`src/rtl/core/bgrr_pkg.sv`:
```
// package: shared types and constants of the bitmap glyph row renderer
package bgrr_pkg;

    localparam int CMD_W    = 2;
    localparam int ADDR_W   = 12;
    localparam int GIDX_W   = 7;
    localparam int GWID_W   = 7;
    localparam int POS_W    = 11;
    localparam int ROW_W    = 6;
    localparam int COLOR_W  = 24;
    localparam int PIX_W    = 12;
    localparam int HEIGHT_W = 7;
    localparam int BYTE_W   = 8;
    localparam int BIDX_W   = 3;
    localparam int COL_W    = 6;

    localparam logic [CMD_W-1:0] CMD_WRITE_BITMAP = 2'd0;
    localparam logic [CMD_W-1:0] CMD_WRITE_DESC   = 2'd1;
    localparam logic [CMD_W-1:0] CMD_DRAW_ROW     = 2'd2;

    localparam logic [HEIGHT_W-1:0] HEIGHT_RESET = 7'd16;

    typedef enum logic [2:0] {
        ST_IDLE,
        ST_DESC,
        ST_FETCH,
        ST_LOAD,
        ST_SCAN,
        ST_FLUSH
    } state_t;

    typedef struct packed {
        logic [ADDR_W-1:0] start;
        logic [GWID_W-1:0] width;
    } desc_t;

    typedef struct packed {
        logic [POS_W-1:0]   x;
        logic [PIX_W-1:0]   y;
        logic [COLOR_W-1:0] color;
    } row_info_t;

    typedef struct packed {
        logic             hit;
        logic             flush;
        logic [COL_W-1:0] col;
    } emit_ctl_t;

    typedef struct packed {
        logic take;
        logic flushed;
        logic pend_v;
    } emit_sts_t;

endpackage

```
`src/rtl/core/bgrr_if.sv`:
```


interface bgrr_pix_if;
    import bgrr_pkg::*;
    logic                valid;
    logic                ready;
    logic [PIX_W-1:0]    pixel_x;
    logic [PIX_W-1:0]    pixel_y;
    logic [COLOR_W-1:0]  pixel_color;
    logic                last;

    modport source (output valid, pixel_x, pixel_y, pixel_color, last, input ready);
    modport sink (input valid, pixel_x, pixel_y, pixel_color, last, output ready);
endinterface

```
`src/rtl/core/bgrr_emit.sv`:
```
// pixel emitter: one-deep pending pixel and output register, marks the last pixel
module bgrr_emit (
    input  logic                clk,
    input  logic                rst_n,
    input  bgrr_pkg::emit_ctl_t ctl,
    input  bgrr_pkg::row_info_t info,
    output bgrr_pkg::emit_sts_t sts,
    bgrr_pix_if.source          pix
);
    import bgrr_pkg::*;

    logic             out_v_reg;
    logic             pend_v_reg;
    logic [COL_W-1:0] pend_col_reg;
    logic [PIX_W-1:0] px_reg;
    logic [PIX_W-1:0] py_reg;
    logic [COLOR_W-1:0] pc_reg;
    logic             last_reg;

    logic out_free;
    logic take;
    logic load_out;
    logic out_last;
    logic flushed;

    always_comb
    begin
        out_free = !out_v_reg || pix.ready;
        take     = 1'b0;
        load_out = 1'b0;
        out_last = 1'b0;
        flushed  = 1'b0;
        if (ctl.hit)
        begin
            if (!pend_v_reg)
            begin
                take = 1'b1;
            end
            else if (out_free)
            begin
                take     = 1'b1;
                load_out = 1'b1;
            end
        end
        else if (ctl.flush)
        begin
            if (!pend_v_reg)
            begin
                flushed = 1'b1;
            end
            else if (out_free)
            begin
                load_out = 1'b1;
                out_last = 1'b1;
                flushed  = 1'b1;
            end
        end
    end

    always_ff @(posedge clk or negedge rst_n)
    begin
        if (!rst_n)
        begin
            out_v_reg  <= 1'b0;
            pend_v_reg <= 1'b0;
        end
        else
        begin
            if (load_out)
            begin
                out_v_reg <= 1'b1;
            end
            else if (pix.ready)
            begin
                out_v_reg <= 1'b0;
            end
            if (take)
            begin
                pend_v_reg <= 1'b1;
            end
            else if (load_out)
            begin
                pend_v_reg <= 1'b0;
            end
        end
    end

    always_ff @(posedge clk)
    begin
        if (take)
        begin
            pend_col_reg <= ctl.col;
        end
        if (load_out)
        begin
            px_reg   <= PIX_W'(info.x) + PIX_W'(pend_col_reg);
            py_reg   <= info.y;
            pc_reg   <= info.color;
            last_reg <= out_last;
        end
    end

    assign sts.take        = take;
    assign sts.flushed     = flushed;
    assign sts.pend_v      = pend_v_reg;
    assign pix.valid       = out_v_reg;
    assign pix.pixel_x     = px_reg;
    assign pix.pixel_y     = py_reg;
    assign pix.pixel_color = pc_reg;
    assign pix.last        = last_reg;

endmodule

```
`src/flat_wrapper.sv`:
```
// flat-port wrapper written by rule: the top's interface ports become plain ports
module bgrr_emit_flat import bgrr_pkg::*;
  (clk, rst_n, ctl, info, sts, pix_valid, pix_pixel_x, pix_pixel_y, pix_pixel_color, pix_last, pix_ready);
  bgrr_pix_if pix_i ();
  input  logic clk;
  input  logic rst_n;
  input  bgrr_pkg::emit_ctl_t ctl;
  input  bgrr_pkg::row_info_t info;
  output bgrr_pkg::emit_sts_t sts;
  output wire logic [$bits(pix_i.valid)-1:0] pix_valid;
  output wire logic [$bits(pix_i.pixel_x)-1:0] pix_pixel_x;
  output wire logic [$bits(pix_i.pixel_y)-1:0] pix_pixel_y;
  output wire logic [$bits(pix_i.pixel_color)-1:0] pix_pixel_color;
  output wire logic [$bits(pix_i.last)-1:0] pix_last;
  input wire logic [$bits(pix_i.ready)-1:0] pix_ready;
  assign pix_valid = pix_i.valid;
  assign pix_pixel_x = pix_i.pixel_x;
  assign pix_pixel_y = pix_i.pixel_y;
  assign pix_pixel_color = pix_i.pixel_color;
  assign pix_last = pix_i.last;
  assign pix_i.ready = pix_ready;
  bgrr_emit u_core (.clk(clk), .rst_n(rst_n), .ctl(ctl), .info(info), .sts(sts), .pix(pix_i));
endmodule
```
`config.mk`:
```
export PLATFORM = sky130hd
export DESIGN_NAME = bgrr_emit_flat
export DESIGN_NICKNAME = d
export VERILOG_FILES = /design/src/rtl/core/bgrr_pkg.sv /design/src/rtl/core/bgrr_if.sv /design/src/rtl/core/bgrr_emit.sv /design/src/flat_wrapper.sv
export SDC_FILE = /design/constraint.sdc
export NUM_CORES = 1
export LEC_CHECK = 0
export BUFFER_PORTS_ARGS = -buffer_cell sky130_fd_sc_hd__buf_2
export CORE_MARGIN = 8
export CORE_UTILIZATION = 45
export CTS_CLUSTER_DIAMETER = 150
export CTS_CLUSTER_SIZE = 16
export DETAILED_ROUTE_END_ITERATION = 16
export PLACE_DENSITY = 0.78
export SYNTH_ARGS = -nofsm -noshare
export SYNTH_HDL_FRONTEND = slang
export SYNTH_SLANG_ARGS = --single-unit
```
`constraint.sdc`:
```
create_clock -name clk -period 3.6 [get_ports clk]
set_clock_uncertainty 0.05 [all_clocks]
set_input_delay 0.18 -clock clk [delete_from_list [all_inputs] [get_ports clk]]
set_output_delay 0.18 -clock clk [all_outputs]
set_load 0.01 [all_outputs]
```
After elaboration in Yosys (flattened, before gate mapping):

Index checks and enable logic that the tools add are counted.

* bitwise logic cells: 0
* magnitude comparators: 0
* $add $sub $neg: 1
* eq/ne operators: 0
* reduce and logical (&&, ||, !) cells: 4
* $mul: 0
* div/mod/pow operators: 0
* shift-type cells: 0
* multiplexer cells: 12

Operator list (count)
* 11-bit by 6-bit adder with 12-bit output: 1
* 1-bit 2-to-1 mux: 12
* 2-bit nonzero test: 2
* 1-bit zero test: 1
* 1-bit logical OR: 1

* memories: 0
* flip-flop bits (word level): 57
* input bits: 58
* word-level logic and storage cells: 24
* ROM bits: 0
* output and inout bits: 53
* bits in latches: 0
* RAM bits: 0

Longest topological paths before layout:

Gate-level depths: netlist of the first run.

* depth after elaboration: 8
* mapped depth: 6

Least setup slack after synthesis of the first run:

No wires, ideal clock.

* path kind: register to register
* start: register u_core.out_v_reg (netlist: u_core.pix.valid)
* end: register u_core.last_reg (netlist: u_core.pix.last), enable pin
* path slack: 0.442 ns
* setup time: 0.457 ns
* path buffers: 0
* arrival time: 2.651 ns
* stages on the path, launching flop included: 4
* path through: dfrtp_1 nand2b_1 nand2_1 nor2_1

* longest elaborated chain between the ends: 6

Ends and longest elaborated chain
* from (decl): RTL line bgrr_emit.sv:12 `logic out_v_reg;`
* from (signal assigned): RTL line bgrr_emit.sv:64 `out_v_reg <= 1'b0;`
* from (signal assigned): RTL line bgrr_emit.sv:71 `out_v_reg <= 1'b1;`
* from (signal assigned): RTL line bgrr_emit.sv:75 `out_v_reg <= 1'b0;`
* 1-bit zero test (*): RTL line bgrr_emit.sv:28 `out_free = !out_v_reg || pix.ready;`
* 1-bit logical OR (*): RTL line bgrr_emit.sv:28
* 1-bit 2-to-1 mux (*): RTL line bgrr_emit.sv:39, bgrr_emit.sv:51
* 1-bit 2-to-1 mux (*)
* 1-bit 2-to-1 mux
* 1-bit 2-to-1 mux (*): RTL line bgrr_emit.sv:33 `if (ctl.hit)`
* named net u_core.load_out: RTL line bgrr_emit.sv:22 `logic load_out;`
* to (signal assigned): RTL line bgrr_emit.sv:99 `last_reg <= out_last;`
* to (decl): RTL line bgrr_emit.sv:18 `logic last_reg;`

Mark *: on every way through the listed nets, which the timed path passes. The rest lies on a longest branch.
A chain may end at the register's enable or synchronous reset.

==> out/metrics.yaml, run 1 <==
path_clk_slew_ps: 60
synth_adder_area_share: 0.0437
final_cell_mix: "buf_2, edfxtp_1, dlygate4sd3_1"
ys_types: 32
synth_area_sq_mm: 0.00217
tns_ps: 0
dp_hpwl_um: 3840
synth_fp_nets: 188
max_cap_viol_count: 0
synth_top_family_by_area: "compound AO/OA/AOI/OAI gates"
largest_reg_flops: 24
wl_met1_um: 2310
vias: 1679
period_minus_slack_ps: 2190
die_w_um: 85.5
cts_resized: 0
avgViaCountPerCell: 4.88
cts_tree: "built"
clockRootBuffer: "clkbuf_8"
die_height_um: 85.5
met2RoutedLength_um: 2730
synth_compound_area_frac: 0.0702
top_layer: "met4"
syn_inst: 123
cts_sinks: 57
grt_max_degree: 31
htreeDepth: 3
rows: 25
leakagePower_nw: 1.45
irDropWorstVdd_mv: 0.366
drive_gt1_frac: 0.455
crit_path_end_kind: "output port"
worstPathMaxFanout: 8
critical_path_class: "reg -> out"
ys_seq_area_frac: 0.783
ant_nets: 0
reg2reg_from: "u_core.pend_col_reg[0]"
clockBufferDepth: 2
rsz0062_at_grt: "false"
final_nets: 350
start_util: 0.463
antenna_found_initial: 0
power_density_mw_per_mm2: 512
cts_buffers: 9
drcViolationCount: 0
synth_edf_count: 55
hold_viol_final: 0
synthFlopType: "edfxtp_1"
synth_xor_area_frac: 0.0201
min_period_over_period: 0.608
overflow: 0
io_pins: 111
drt-total-wl_um: 5740
post-route-util: 0.725
max-slew-margin-rel: 0.321
ys_warn_count: 0
synthArstFlopShare: 0.0351
tightest_slew_ps: 1010
rr_worst_depth: 6
r2r_end: "u_core.pix.pixel_x[6]"
fp.dieArea_sq_mm: 0.00731
core_sq_mm: 0.00469
final_cells: 344
grt_pass1_vias: 1814
cp.arrival_ps: 1960
grt_pass1_wl_um: 9040
gp_congestion: 0.758
n_antenna_cell: 0
area_growth_pct: 56.4
drt_iter0_drc: 72
max_freq_mhz: 457
grt_use_total: 0.160
synthMuxAreaShare: 0
synth_area_per_cell_sq_um: 17.7
routed-wl-met3_um: 594
finalMaxSlewViolations: 0
r2r_slack_ps: 1590
drt_first_pass_iters: 4
setup_viol: 0
insertion_delay_ps: 320
min_path_type: "in -> async"
ys_ff_latch: 57
port_buffers: 110
status: "complete, no violations"
wl_per_cell_um: 16.7
placed_cells: 285
worstSetupStartpointType: "flop"
final_common_cell: "buf_2"
synthSimpleGateAreaFrac: 0.0662
crit_required_ps: 3370
==> worst max path at each step <==
stage	from	to	slack, ps	cells after the start
4_1_cts	u_core.pix.valid	sts[2]	1400	3
2_1_floorplan	u_core.pix.valid	u_core.pix.last	440	3
5_1_grt	u_core.pix.valid	sts[2]	1240	3
6_report	u_core.pix.valid	sts[2]	1410	3
3_5_place_dp	u_core.pend_col_reg[0]	u_core.pix.pixel_x[6]	1580	6
3_3_place_gp	u_core.pend_col_reg[0]	u_core.pix.pixel_x[6]	1630	6
==> power by group <==
part           switching, mW  total (mW)  leakage, nW  internal (mW)
registers             0.0248       0.864        0.552          0.839
logic                  0.177       0.320        0.812          0.143
clock network          0.243       0.558       0.0897          0.314
==> metal layers <==
layer	vias up	global-route usage
li1	802	-
met1	767	0.176
met2	99	0.269
met3	11	0.0621
met4	0	0.0732
met5	-	0
==> cells by family (layout without fill, tap and decap cells) <==
logic type / after synthesis / count (layout)
AND/OR/NAND/NOR: 26 / 26
flip-flops: 57 / 57
XOR/XNOR: 5 / 5
buffers and inverters: 7 / 174
AO/OA/AOI/OAI: 21 / 21
adder cells (fa/ha/maj): 7 / 7
==> critical path: stages (launching register included) <==
cell      delay, ps
dfrtp_1         390
nor2b_1         160
a21boi_0        800
buf_2           290
==> through the flow <==
step / hold WS (ps) / total power, mW / instance area [sq um] / setup WS (ps)
final: 117 / 1.74 / 3400 / 1410
after global placement: -84.6 / 1.15 / 2790 / 1630
after CTS: 100 / 1.76 / 3400 / 1400
after floorplan: -166 / 1.03 / 2170 / 442
after detailed placement: -82.8 / 1.16 / 2790 / 1580
after global routing: 114 / 1.82 / 3400 / 1240
==> cell type report <==
type                    count  area, sq um
multi-input cells          59          443
fillers                   309         1290
flip-flops and latches     57         1700
repair buffers            154          988
inverters                   4         15.0
clock inverters             6         58.8
well taps                  54         67.6
clock buffers              10          128
==> cell usage after synthesis (3+ instances only) <==
master / count / area [sq um]
inv_1: 4 / 15.0
edfxtp_1: 55 / 1650
ha_1: 6 / 75.1
o21ai_0: 3 / 15.0
buf_4: 3 / 22.5
nand2b_1: 3 / 18.8
xnor2_1: 4 / 35.0
nor2_1: 7 / 26.3
a21oi_1: 5 / 25.0
nand4_1: 3 / 18.8
a211oi_1: 3 / 22.5
nand2_1: 3 / 11.3
==> repair_timing <==
action,in CTS,in global routing
endpoints found under the setup margin,0,0
setup buffers,0,0
endpoints found under the hold margin,44,0
hold buffers,43,0
No activity file was read; power rests on OpenSTA's default activity.
==> run 2, diff against run 1 <==
Settings changed: CORE_UTILIZATION 45 to 40, PLACE_DENSITY 0.78 to 0.74.
Clock period 3.6 ns to 1.95 ns, I/O delays scaled along.
==> run 2 against run 1 <==
  * Total power is 87% higher
  * Sequential cell count unchanged
  * Via count up 1.6%
  * Global-route usage is 0.50 points lower
  * First-iteration DRC count shrank 8.3%
  * Sequential share of layout area is 0.87 points lower
  * Register-to-register slack got worse by 1500 ps
  * Hold slack worse by 86 ps
  * Critical path type is now reg -> reg
  * Largest cell class unchanged
==> out/metrics.yaml, run 2 (synthesis results as in run 1) <==
drt_iter0_drc: 66  # was 72
start_util: 0.405  # was 0.463
tns_ps: 0  # unchanged
min_period_over_period: 0.959
critPathMaxStageDelay_ps: 370  # was 800 ps
grt_pass1_wl_um: 9710  # was 9040 um
min_path_type: "in -> async"  # unchanged
drt-total-wl_um: 6170  # was 5740 um
period_minus_slack_ps: 1870
setup_viol: 0  # unchanged
clockRootBuffer: "clkbuf_8"  # unchanged
crit_required_ps: 1960  # was 3370 ps
final_common_cell: "buf_2"  # unchanged
area_growth_pct: 59.2  # was 56.4%
status: "complete, no violations"  # unchanged
rsz0062_at_grt: "false"  # unchanged
r2r_slack_ps: 80  # was 1590 ps
max_cap_viol_count: 0  # unchanged
largest_reg_flops: 24  # unchanged
cts_buffers: 9  # unchanged
hold_viol_final: 0  # unchanged
leakagePower_nw: 1.47  # was 1.45 nW
io_pins: 111  # unchanged
grt_use_total: 0.156  # was 0.160
path_delay_family: "adder cells"  # was compound AO/OA/AOI/OAI gates
drcViolationCount: 0  # unchanged
irDropWorstVdd_mv: 0.484  # was 0.366 mV
cts_tree: "built"  # unchanged
cp.arrival_ps: 1880  # was 1960 ps
cts_sinks: 57  # unchanged
post-route-util: 0.645  # was 0.725
grt_max_degree: 50  # was 31
avgViaCountPerCell: 4.69  # was 4.88
ant_nets: 0  # unchanged
crit_path_end_kind: "flop"  # was output port
vias: 1706  # was 1679
grt_pass1_vias: 1830  # was 1814
place_worst_setup_slack_ps: -130  # was 1580 ps
path_depth: 6  # was 3
tightest_slew_ps: 472  # was 1010 ps
insertion_delay_ps: 330  # was 320 ps
antenna_found_initial: 0  # unchanged
max-slew-margin-rel: 0.683  # was 0.321
drive_gt1_frac: 0.469  # was 0.455
rr_worst_depth: 6  # unchanged
finalMaxSlewViolations: 0  # unchanged
port_buffers: 110  # unchanged
worstPathMaxFanout: 5  # was 8
postLayoutSetupSlackWorst_ps: 79.3  # was 1410 ps
die_w_um: 89.7  # was 85.5 um
final_nets: 352  # was 350
fillers: 380  # was 309
gp_congestion: 0.792  # was 0.758
clockBufferDepth: 2  # unchanged
core_sq_mm: 0.00537  # was 0.00469 sq mm
post-cts-setup-buffer-count: 0  # unchanged
wl_per_cell_um: 16.9  # was 16.7 um
critical_path_class: "reg -> reg"  # was reg -> out
worstSetupStartpointType: "flop"  # unchanged
die_height_um: 89.7  # was 85.5 um
rows: 27  # was 25
fp.dieArea_sq_mm: 0.00805  # was 0.00731 sq mm
drt_first_pass_iters: 4  # unchanged
max_freq_mhz: 535
path_cells: "ha_2 -> fa_2 -> a211oi_2 -> o21bai_2 -> nand4_1 -> o311ai_1"  # was nor2b_1 -> a21boi_0 -> buf_2
dp_hpwl_um: 4010  # was 3840 um
crit_slowest_cell: "edfxtp_1"  # was a21boi_0
htreeDepth: 3  # unchanged
power_density_mw_per_mm2: 940  # was 512 mW/mm^2
final_cell_mix: "buf_2, edfxtp_1, dlygate4sd3_1"  # unchanged
n_antenna_cell: 0  # unchanged
critPathBufInv: 0  # was 1
overflow: 0  # unchanged
path_clk_slew_ps: 60  # about the same
run 2: final timing paths:
check / from / end
worst max register to register: u_core.pend_col_reg[0] / u_core.pix.pixel_x[8]
max in group asynchronous: rst_n / u_core.pix.valid
worst min-delay path: rst_n / u_core.pend_v_reg
worst min register to register: u_core.pix.valid / u_core.pix.valid
min in group clk: pix_ready / u_core.pix.valid
worst max-delay path: u_core.pend_col_reg[0] / u_core.pix.pixel_x[8]
run 2: what timing repair did:
action	4_1_cts	5_1_grt
pin swaps	1	0
hold buffers	43	0
setup endpoints to repair	3	1
endpoints found under the hold margin	44	0
resized for setup	2	1
run 2: power by group:
part           internal (mW)  switching, mW
clock                  0.580          0.461
combinational          0.282          0.337
sequential              1.55         0.0467
run 2: area by class of cell:
cell class                      instances  area (sq um)  area share
Multi-Input combinational cell         59           453       0.131
Clock buffer                           10           128      0.0369
Clock inverter                          6          58.8      0.0170
Tap cell                               72          90.1      0.0260
Inverter                                4          15.0     0.00434
Sequential cell                        57          1700       0.492
Timing Repair Buffer                  156          1020       0.293
run 2: routing by layer:
layer  vias to the layer above  wire length [um]  track usage  part of all wire
li1                        805                 -            -                 -
met1                       786              2530        0.169              0.41
met2                       103              2800        0.250              0.45
met3                        12               725       0.0732              0.12
met4                         0               104       0.0762             0.017
met5                         -                 0            0                 0
run 2: stage by stage:
stage	hold WS [ps]	cell area, sq um	cells	total power [mW]
3_5_place_dp	-164	2840	305	2.16
4_1_cts	7.01	3460	364	3.27
6_report	30.6	3460	364	3.26
5_1_grt	10.6	3460	364	3.41
3_3_place_gp	-162	2840	305	2.15
2_1_floorplan	-248	2180	123	1.90
